File: src/hdl/integer_to_roman_numeral_core_assert.svh
// Assertion macros shared by the converter modules.
`ifndef INTEGER_TO_ROMAN_NUMERAL_CORE_ASSERT_SVH
`define INTEGER_TO_ROMAN_NUMERAL_CORE_ASSERT_SVH

// Checked outside reset only.
`define ITR_ASSERT(lbl, prop, msg) \
   lbl: assert property (@(posedge clock) disable iff (reset) prop) else $error(msg);

// Checked in every cycle, reset included.
`define ITR_ASSERT_ALWAYS(lbl, prop, msg) \
   lbl: assert property (@(posedge clock) prop) else $error(msg);

`endif

File: src/hdl/itr_pkg.sv
package itr_pkg;

   localparam int unsigned NUM_W     = 12;
   localparam int unsigned CHAR_W    = 8;
   localparam int unsigned ENTRIES   = 13;
   localparam int unsigned IDX_W     = 4;
   localparam logic [NUM_W-1:0] NUM_MAX_VALID = 12'd3999;

   localparam logic [CHAR_W-1:0] CHAR_I = 8'h49;
   localparam logic [CHAR_W-1:0] CHAR_V = 8'h56;
   localparam logic [CHAR_W-1:0] CHAR_X = 8'h58;
   localparam logic [CHAR_W-1:0] CHAR_L = 8'h4C;
   localparam logic [CHAR_W-1:0] CHAR_C = 8'h43;
   localparam logic [CHAR_W-1:0] CHAR_D = 8'h44;
   localparam logic [CHAR_W-1:0] CHAR_M = 8'h4D;
   localparam logic [CHAR_W-1:0] CHAR_NONE = 8'h00;

   typedef struct packed {
      logic load;      // take a new request into the datapath
      logic emit;      // push the current character into the output register
      logic emit_err;  // push the out-of-range result
      logic step_idx;  // move to the next table entry
   } itr_cmd_type;

   typedef struct packed {
      logic in_bad;    // offered number is 0 or above the valid range
      logic fits;      // remaining value is at least the current entry's weight
      logic run_end;   // the character now due is the final one
      logic slot_free; // output register can take a character this cycle
   } itr_sts_type;

   function automatic logic [NUM_W-1:0] entry_weight(input logic [IDX_W-1:0] idx);
      logic [NUM_W-1:0] w;
      unique case (idx)
         4'd0:    w = 12'd1000;
         4'd1:    w = 12'd900;
         4'd2:    w = 12'd500;
         4'd3:    w = 12'd400;
         4'd4:    w = 12'd100;
         4'd5:    w = 12'd90;
         4'd6:    w = 12'd50;
         4'd7:    w = 12'd40;
         4'd8:    w = 12'd10;
         4'd9:    w = 12'd9;
         4'd10:   w = 12'd5;
         4'd11:   w = 12'd4;
         default: w = 12'd1;
      endcase
      return w;
   endfunction

   function automatic logic [CHAR_W-1:0] entry_ch0(input logic [IDX_W-1:0] idx);
      logic [CHAR_W-1:0] c;
      unique case (idx)
         4'd0:    c = CHAR_M;
         4'd1:    c = CHAR_C;
         4'd2:    c = CHAR_D;
         4'd3:    c = CHAR_C;
         4'd4:    c = CHAR_C;
         4'd5:    c = CHAR_X;
         4'd6:    c = CHAR_L;
         4'd7:    c = CHAR_X;
         4'd8:    c = CHAR_X;
         4'd9:    c = CHAR_I;
         4'd10:   c = CHAR_V;
         4'd11:   c = CHAR_I;
         default: c = CHAR_I;
      endcase
      return c;
   endfunction

   function automatic logic [CHAR_W-1:0] entry_ch1(input logic [IDX_W-1:0] idx);
      logic [CHAR_W-1:0] c;
      unique case (idx)
         4'd1:    c = CHAR_M;
         4'd3:    c = CHAR_D;
         4'd5:    c = CHAR_C;
         4'd7:    c = CHAR_L;
         4'd9:    c = CHAR_X;
         4'd11:   c = CHAR_V;
         default: c = CHAR_NONE;
      endcase
      return c;
   endfunction

   // Two-character entries sit at the odd places of the table.
   function automatic logic entry_two(input logic [IDX_W-1:0] idx);
      return idx[0] && (idx < IDX_W'(ENTRIES));
   endfunction

endpackage

File: src/hdl/itr_ctrl.sv
`include "integer_to_roman_numeral_core_assert.svh"

module itr_ctrl (
   input  logic                clock,
   input  logic                reset,
   input  logic                req_tvalid,
   output logic                req_tready,
   input  itr_pkg::itr_sts_type sts,
   output itr_pkg::itr_cmd_type cmd
);

   typedef enum logic [2:0] {
      ST_IDLE = 3'b001,
      ST_RUN  = 3'b010,
      ST_ERR  = 3'b100
   } state_type;

   state_type state_ff, state_in;

   always_comb begin
      state_in     = state_ff;
      cmd          = '0;
      req_tready   = 1'b0;
      unique case (state_ff)
         ST_IDLE: begin
            req_tready = 1'b1;
            if (req_tvalid) begin
               cmd.load = 1'b1;
               state_in = sts.in_bad ? ST_ERR : ST_RUN;
            end
         end
         ST_RUN: begin
            if (sts.fits) begin
               if (sts.slot_free) begin
                  cmd.emit = 1'b1;
                  if (sts.run_end) begin
                     state_in = ST_IDLE;
                  end
               end
            end else begin
               cmd.step_idx = 1'b1;
            end
         end
         ST_ERR: begin
            if (sts.slot_free) begin
               cmd.emit_err = 1'b1;
               state_in     = ST_IDLE;
            end
         end
         default: begin
            state_in = ST_IDLE;
         end
      endcase
   end

   always_ff @(posedge clock) begin
      if (reset) begin
         state_ff <= ST_IDLE;
      end else begin
         state_ff <= state_in;
      end
   end

   `ITR_ASSERT(a_emit_needs_slot, (cmd.emit || cmd.emit_err) |-> sts.slot_free, "emit into full slot")
   `ITR_ASSERT(a_accept_leaves_idle, (req_tvalid && req_tready) |=> (state_ff != ST_IDLE), "request accepted but controller stayed idle")
   `ITR_ASSERT(a_err_only_bad, (cmd.load && !sts.in_bad) |=> (state_ff == ST_RUN), "valid request not converted")
   `ITR_ASSERT_ALWAYS(a_reset_idle, reset |=> (state_ff == ST_IDLE), "controller not idle after reset")

endmodule

File: src/hdl/itr_dp.sv
`include "integer_to_roman_numeral_core_assert.svh"

module itr_dp (
   input  logic                                clock,
   input  logic                                reset,
   input  logic [itr_pkg::NUM_W-1:0]           number,
   input  itr_pkg::itr_cmd_type                cmd,
   output itr_pkg::itr_sts_type                sts,
   output logic                                rsp_tvalid,
   input  logic                                rsp_tready,
   output logic [itr_pkg::CHAR_W-1:0]          rsp_char,
   output logic                                rsp_last,
   output logic                                rsp_err
);

   logic [itr_pkg::NUM_W-1:0]  rest_ff, rest_in;
   logic [itr_pkg::IDX_W-1:0]  idx_ff, idx_in;
   logic                       second_ff, second_in;
   logic                       valid_ff, valid_in;
   logic [itr_pkg::CHAR_W-1:0] char_ff, char_in;
   logic                       last_ff, last_in;
   logic                       err_ff, err_in;

   logic [itr_pkg::NUM_W-1:0]  weight;
   logic                       two;

   assign weight = itr_pkg::entry_weight(idx_ff);
   assign two    = itr_pkg::entry_two(idx_ff);

   always_comb begin
      sts.in_bad    = (number == '0) || (number > itr_pkg::NUM_MAX_VALID);
      sts.fits      = (rest_ff >= weight);
      sts.run_end   = (rest_ff == weight) && (!two || second_ff);
      sts.slot_free = !valid_ff || rsp_tready;
   end

   always_comb begin
      rest_in   = rest_ff;
      idx_in    = idx_ff;
      second_in = second_ff;
      valid_in  = valid_ff && !rsp_tready;
      char_in   = char_ff;
      last_in   = last_ff;
      err_in    = err_ff;
      if (cmd.load) begin
         rest_in   = number;
         idx_in    = '0;
         second_in = 1'b0;
      end
      if (cmd.step_idx) begin
         idx_in = idx_ff + 1'b1;
      end
      if (cmd.emit) begin
         valid_in = 1'b1;
         char_in  = second_ff ? itr_pkg::entry_ch1(idx_ff) : itr_pkg::entry_ch0(idx_ff);
         last_in  = sts.run_end;
         err_in   = 1'b0;
         if (two && !second_ff) begin
            second_in = 1'b1;
         end else begin
            second_in = 1'b0;
            rest_in   = rest_ff - weight;
         end
      end
      if (cmd.emit_err) begin
         valid_in = 1'b1;
         char_in  = itr_pkg::CHAR_NONE;
         last_in  = 1'b1;
         err_in   = 1'b1;
      end
   end

   always_ff @(posedge clock) begin
      if (reset) begin
         valid_ff  <= 1'b0;
         second_ff <= 1'b0;
      end else begin
         valid_ff  <= valid_in;
         second_ff <= second_in;
      end
      rest_ff   <= rest_in;
      idx_ff    <= idx_in;
      char_ff   <= char_in;
      last_ff   <= last_in;
      err_ff    <= err_in;
   end

   assign rsp_tvalid = valid_ff;
   assign rsp_char   = char_ff;
   assign rsp_last   = last_ff;
   assign rsp_err    = err_ff;

   `ITR_ASSERT(a_err_shape, (valid_ff && err_ff) |-> (last_ff && !(|char_ff)), "bad error result")
   `ITR_ASSERT(a_second_on_pair, second_ff |-> two, "second character on a single entry")

endmodule

File: src/hdl/integer_to_roman_numeral_core.sv
// Channel | Ports      | Payload
// request | req_*      | tdata[11:0] number, [15:12] zero
// result  | rsp_*      | tdata[7:0] symbol_char, tlast last, tuser[0] error
//
// A request is taken only while idle. The single compare-subtract stage then walks
// the table greedily: it emits a character while the entry fits and the output slot
// is free, else passes to the next entry. An out-of-range value gives one error result.
// Reset clears the controller and the output valid. A stalled result holds back the
// next character; the next request is taken while the final character waits.

module integer_to_roman_numeral_core (
   input  logic        clock,
   input  logic        reset,
   input  logic        req_tvalid,
   output logic        req_tready,
   input  logic [15:0] req_tdata,   // [11:0] number, [15:12] zero
   output logic        rsp_tvalid,
   input  logic        rsp_tready,
   output logic [7:0]  rsp_tdata,   // [7:0] symbol_char
   output logic        rsp_tlast,
   output logic [0:0]  rsp_tuser    // [0] error
);

   itr_pkg::itr_cmd_type cmd;
   itr_pkg::itr_sts_type sts;
   logic                 rsp_err;

   itr_ctrl u_ctrl (
      .clock      (clock),
      .reset      (reset),
      .req_tvalid (req_tvalid),
      .req_tready (req_tready),
      .sts        (sts),
      .cmd        (cmd)
   );

   itr_dp u_dp (
      .clock      (clock),
      .reset      (reset),
      .number     (req_tdata[itr_pkg::NUM_W-1:0]),
      .cmd        (cmd),
      .sts        (sts),
      .rsp_tvalid (rsp_tvalid),
      .rsp_tready (rsp_tready),
      .rsp_char   (rsp_tdata),
      .rsp_last   (rsp_tlast),
      .rsp_err    (rsp_err)
   );

   assign rsp_tuser = rsp_err;

endmodule

File: config.mk
export PLATFORM = sky130hd
export DESIGN_NAME = integer_to_roman_numeral_core
export DESIGN_NICKNAME = d
export VERILOG_FILES = /design/src/hdl/itr_pkg.sv /design/src/hdl/itr_ctrl.sv /design/src/hdl/itr_dp.sv /design/src/hdl/integer_to_roman_numeral_core.sv
export VERILOG_INCLUDE_DIRS = /design/src /design/src/hdl
export SDC_FILE = /design/constraint.sdc
export NUM_CORES = 1
export LEC_CHECK = 0
export ABC_CLOCK_PERIOD_IN_PS = 3150
export BUFFER_PORTS_ARGS = -buffer_cell sky130_fd_sc_hd__buf_4
export CAP_MARGIN = 20
export CORE_UTILIZATION = 43
export DETAILED_ROUTE_END_ITERATION = 6
export GPL_ROUTABILITY_DRIVEN = 1
export GPL_TIMING_DRIVEN = 0
export MAX_ROUTING_LAYER = met4
export PLACE_DENSITY_LB_ADDON = 0.25
export SKIP_LAST_GASP = 1
export SLEW_MARGIN = 20
export SYNTH_ARGS = -nofsm -noshare
export SYNTH_HDL_FRONTEND = slang
export SYNTH_SLANG_ARGS = --single-unit
export TNS_END_PERCENT = 50
File: constraint.sdc
create_clock -name clock -period 3.15 [get_ports clock]
set_input_delay 0.63 -clock clock [delete_from_list [all_inputs] [get_ports clock]]
set_output_delay 0.63 -clock clock [all_outputs]
set_load 0.05 [all_outputs]
==> flow_summary.yaml <==
status:
  status: "finished, final reports clean"
routing:
  dr.first_iter.drc_count: 126
  drtAntennaViolNets: 0
  vias_per_cell: 5.56
  drc: 0
  first_pass_iters: 4
  wirelength_um: 6930
  wire_per_inst_um: 15.4
  vias: 2504
cts:
  ctsHtreeMaxLevel: 2
  hold_buffers: 0
  numCtsBuffers: 5
  cts_tree: "done"
  path_clk_slew_ns: 0.08
  cts_buffer_depth: 2
  root_buffer: "clkbuf_8"
  clock_sinks: 43
  clock_latency_ns: 0.30
critical_path:
  start_kind: "register"
  ff2ff_path_depth: 13
  arrival_ns: 3.28
  worstSetupPathType: "reg -> reg"
  cp_max_fo: 6
  worstPathRequired_ns: 3.33
  end_kind: "register"
finish:
  final_core_util_pct: 56.5
  drive_gt1_share_pct: 27.2
  syn2layout_area_growth_pct: 24.2
  layout_common_cells: "buf_4, dfxtp_1, nor2_1"
  nNetsFinal: 414
  n_antenna_cell: 0
  final_common_cell: "buf_4"
die:
  start_util_pct: 45.5
  fp.dieH_um: 82.1
  dieWidth_um: 82.1
  fp-row-count: 28
  fp.dieArea_um2: 6740
  io_pins: 32
  coreArea_um2: 6060
place:
  dp_hpwl_um: 4830
  port_buffers: 25
  gp_congestion: 0.901
global_route:
  use_met3_pct: 3.74
  use_met1_pct: 27.3
  antenna_found_initial: 0
  grt-busiest-layer: "met2"
  grt_max_degree: 13
  globalRouteMet2Util_pct: 37.4
  grt_use_total_pct: 22.3
  grt.overflow.total: 0
  grt_first_pass_wirelength_um: 11100
  grt_pass1_vias: 2337
sta:
  finalHoldViolations: 0
  tns_ns: 0
  slew_viol_final: 0
  skew_ns: 0.00981
  fmaxAchievable_mhz: 323
  rsz0062_at_grt: "true"
  timing.slew.headroom_pct: 41.3
  min_period_ns: 3.10
  setup_viol: 0
  tightest_slew_ns: 0.874
  fin_crit_sh_pct: 98.3
logic_synthesis:
  synth_edf_count: 4
  synth_top_flop_cell: "dfxtp_1"
  synthArstFlopShare_pct: 0
  synth_area_um2: 2760
  synth_seq_area_share_pct: 32.7
  yosys_warnings: 0
  synth.distinct_cells: 61
  postSynthAreaPerCell_um2: 8.54
  syn_inst: 323
  ys_ff_latch: 43
hold_path:
  hold_path.class: "reg -> reg"
  min_path_cells: 2
power_and_ir_drop:
  powerDensity_nw_per_um2: 638
  ir_drop_mv: 0.418
  p_leak_nw: 1.42
job:
  maxCapViolations: 0
==> routing by layer <==
| layer | up-vias | part of all wire, % |
|---|---|---|
| met2 | 40 | 49 |
| met4 | 0 | 1.5 |
| met5 | - | 0 |
| met1 | 1189 | 47 |
| met3 | 10 | 2.5 |
| li1 | 1265 | - |
==> report_power, final <==
group	switching [W]	total, W	internal (W)
clock	0.000191	0.000339	0.000148
combinational	0.000648	0.00111	0.000461
sequential	0.0000688	0.000738	0.000669
total	0.000908	0.00219	0.00128
==> kinds of logic (layout without fill, tap and decap cells) <==
kind of cell / count (synthesis) / count (layout) / synth area share (%)
AOI/OAI and AO/OA: 92 / 92 / 24.4
xor gates and xnor gates: 5 / 5 / 1.59
adders and majority gates: 19 / 19 / 8.89
buffers and inverters: 31 / 82 / 4.81
DFF: 43 / 43 / 32.7
muxes: 18 / 18 / 7.07
other: 1 / 2 / 0.136
and+or+nand+nor: 114 / 114 / 20.4
==> path summary, 6_finish.rpt <==
path	from	endpoint	slack [ns]
max	u_dp.rest_ff[5]	u_dp.weight[2]	0.05
min	u_dp.rsp_char[2]	u_dp.rsp_char[2]	0.45
max reg2reg	u_dp.rest_ff[5]	u_dp.weight[2]	0.05
min reg2reg	u_dp.rsp_char[2]	u_dp.rsp_char[2]	0.45
==> worst max-delay path: stages, from the launching register on <==
cell       delay, ns
dfxtp_4         0.36
ha_4            0.26
a211oi_4        0.23
o21ai_2         0.11
a221o_1         0.41
nor3_4          0.26
a22oi_2         0.18
buf_4           0.19
ha_4            0.18
mux2_4          0.28
a21oi_2         0.11
mux2i_1         0.10
a31oi_1         0.20
o2bb2ai_1       0.09
==> synth_stat cells, types with 2 or more instances <==
master	number	area share [%]
a211oi_1	5	1.4
a21o_1	7	1.9
a21oi_1	23	4.2
a21oi_2	2	0.64
a22o_1	2	0.64
a311oi_1	2	0.64
a31oi_1	6	1.4
a32oi_1	2	0.64
and2_1	4	0.91
buf_2	4	0.73
buf_4	3	0.82
clkbuf_1	4	0.54
dfxtp_1	39	28
edfxtp_1	4	4.4
ha_1	18	8.2
inv_1	18	2.4
mux2_2	2	0.82
mux2i_1	15	5.4
nand2_1	26	3.5
nand2b_1	10	2.3
nand3_1	14	2.5
nor2_1	33	4.5
nor2b_1	7	1.6
nor3_1	6	1.1
nor4_1	3	0.68
o211ai_1	3	0.82
o21a_1	3	0.82
o21ai_0	19	3.4
o22ai_1	2	0.45
o2bb2ai_1	2	0.64
or2_2	2	0.45
xnor2_1	3	0.95
xor2_1	2	0.64
==> metrics by stage <==
stage / setup WS [ns] / std cells / hold slack, ns / total power [W] / instance area (µm²)
floorplan: 0.00517 / 324 / 0.495 / 0.00144 / 2770
global placement: -0.383 / 424 / 0.436 / 0.00164 / 3050
detailed placement: -0.430 / 424 / 0.443 / 0.00166 / 3050
CTS: 0.0247 / 444 / 0.455 / 0.00210 / 3300
global route: -0.0723 / 450 / 0.479 / 0.00232 / 3430
finish: 0.0530 / 450 / 0.453 / 0.00219 / 3430
==> cell type report <==
cell class	count	area [µm²]
tap	75	93.8
sequential	43	907
timing repair buffer	44	338
inverter	19	71.3
buffer	12	61.3
clock buffer	5	68.8
fill	569	2630
clock inverter	2	8.76
multi-input combinational	250	1880
==> what timing repair did <==
action	4_1_cts	5_1_grt
buffers inserted	13	6
pin swaps	8	17
resized for setup	10	24
setup endpoints to repair	4	3
(Power assumes the default switching activity.)
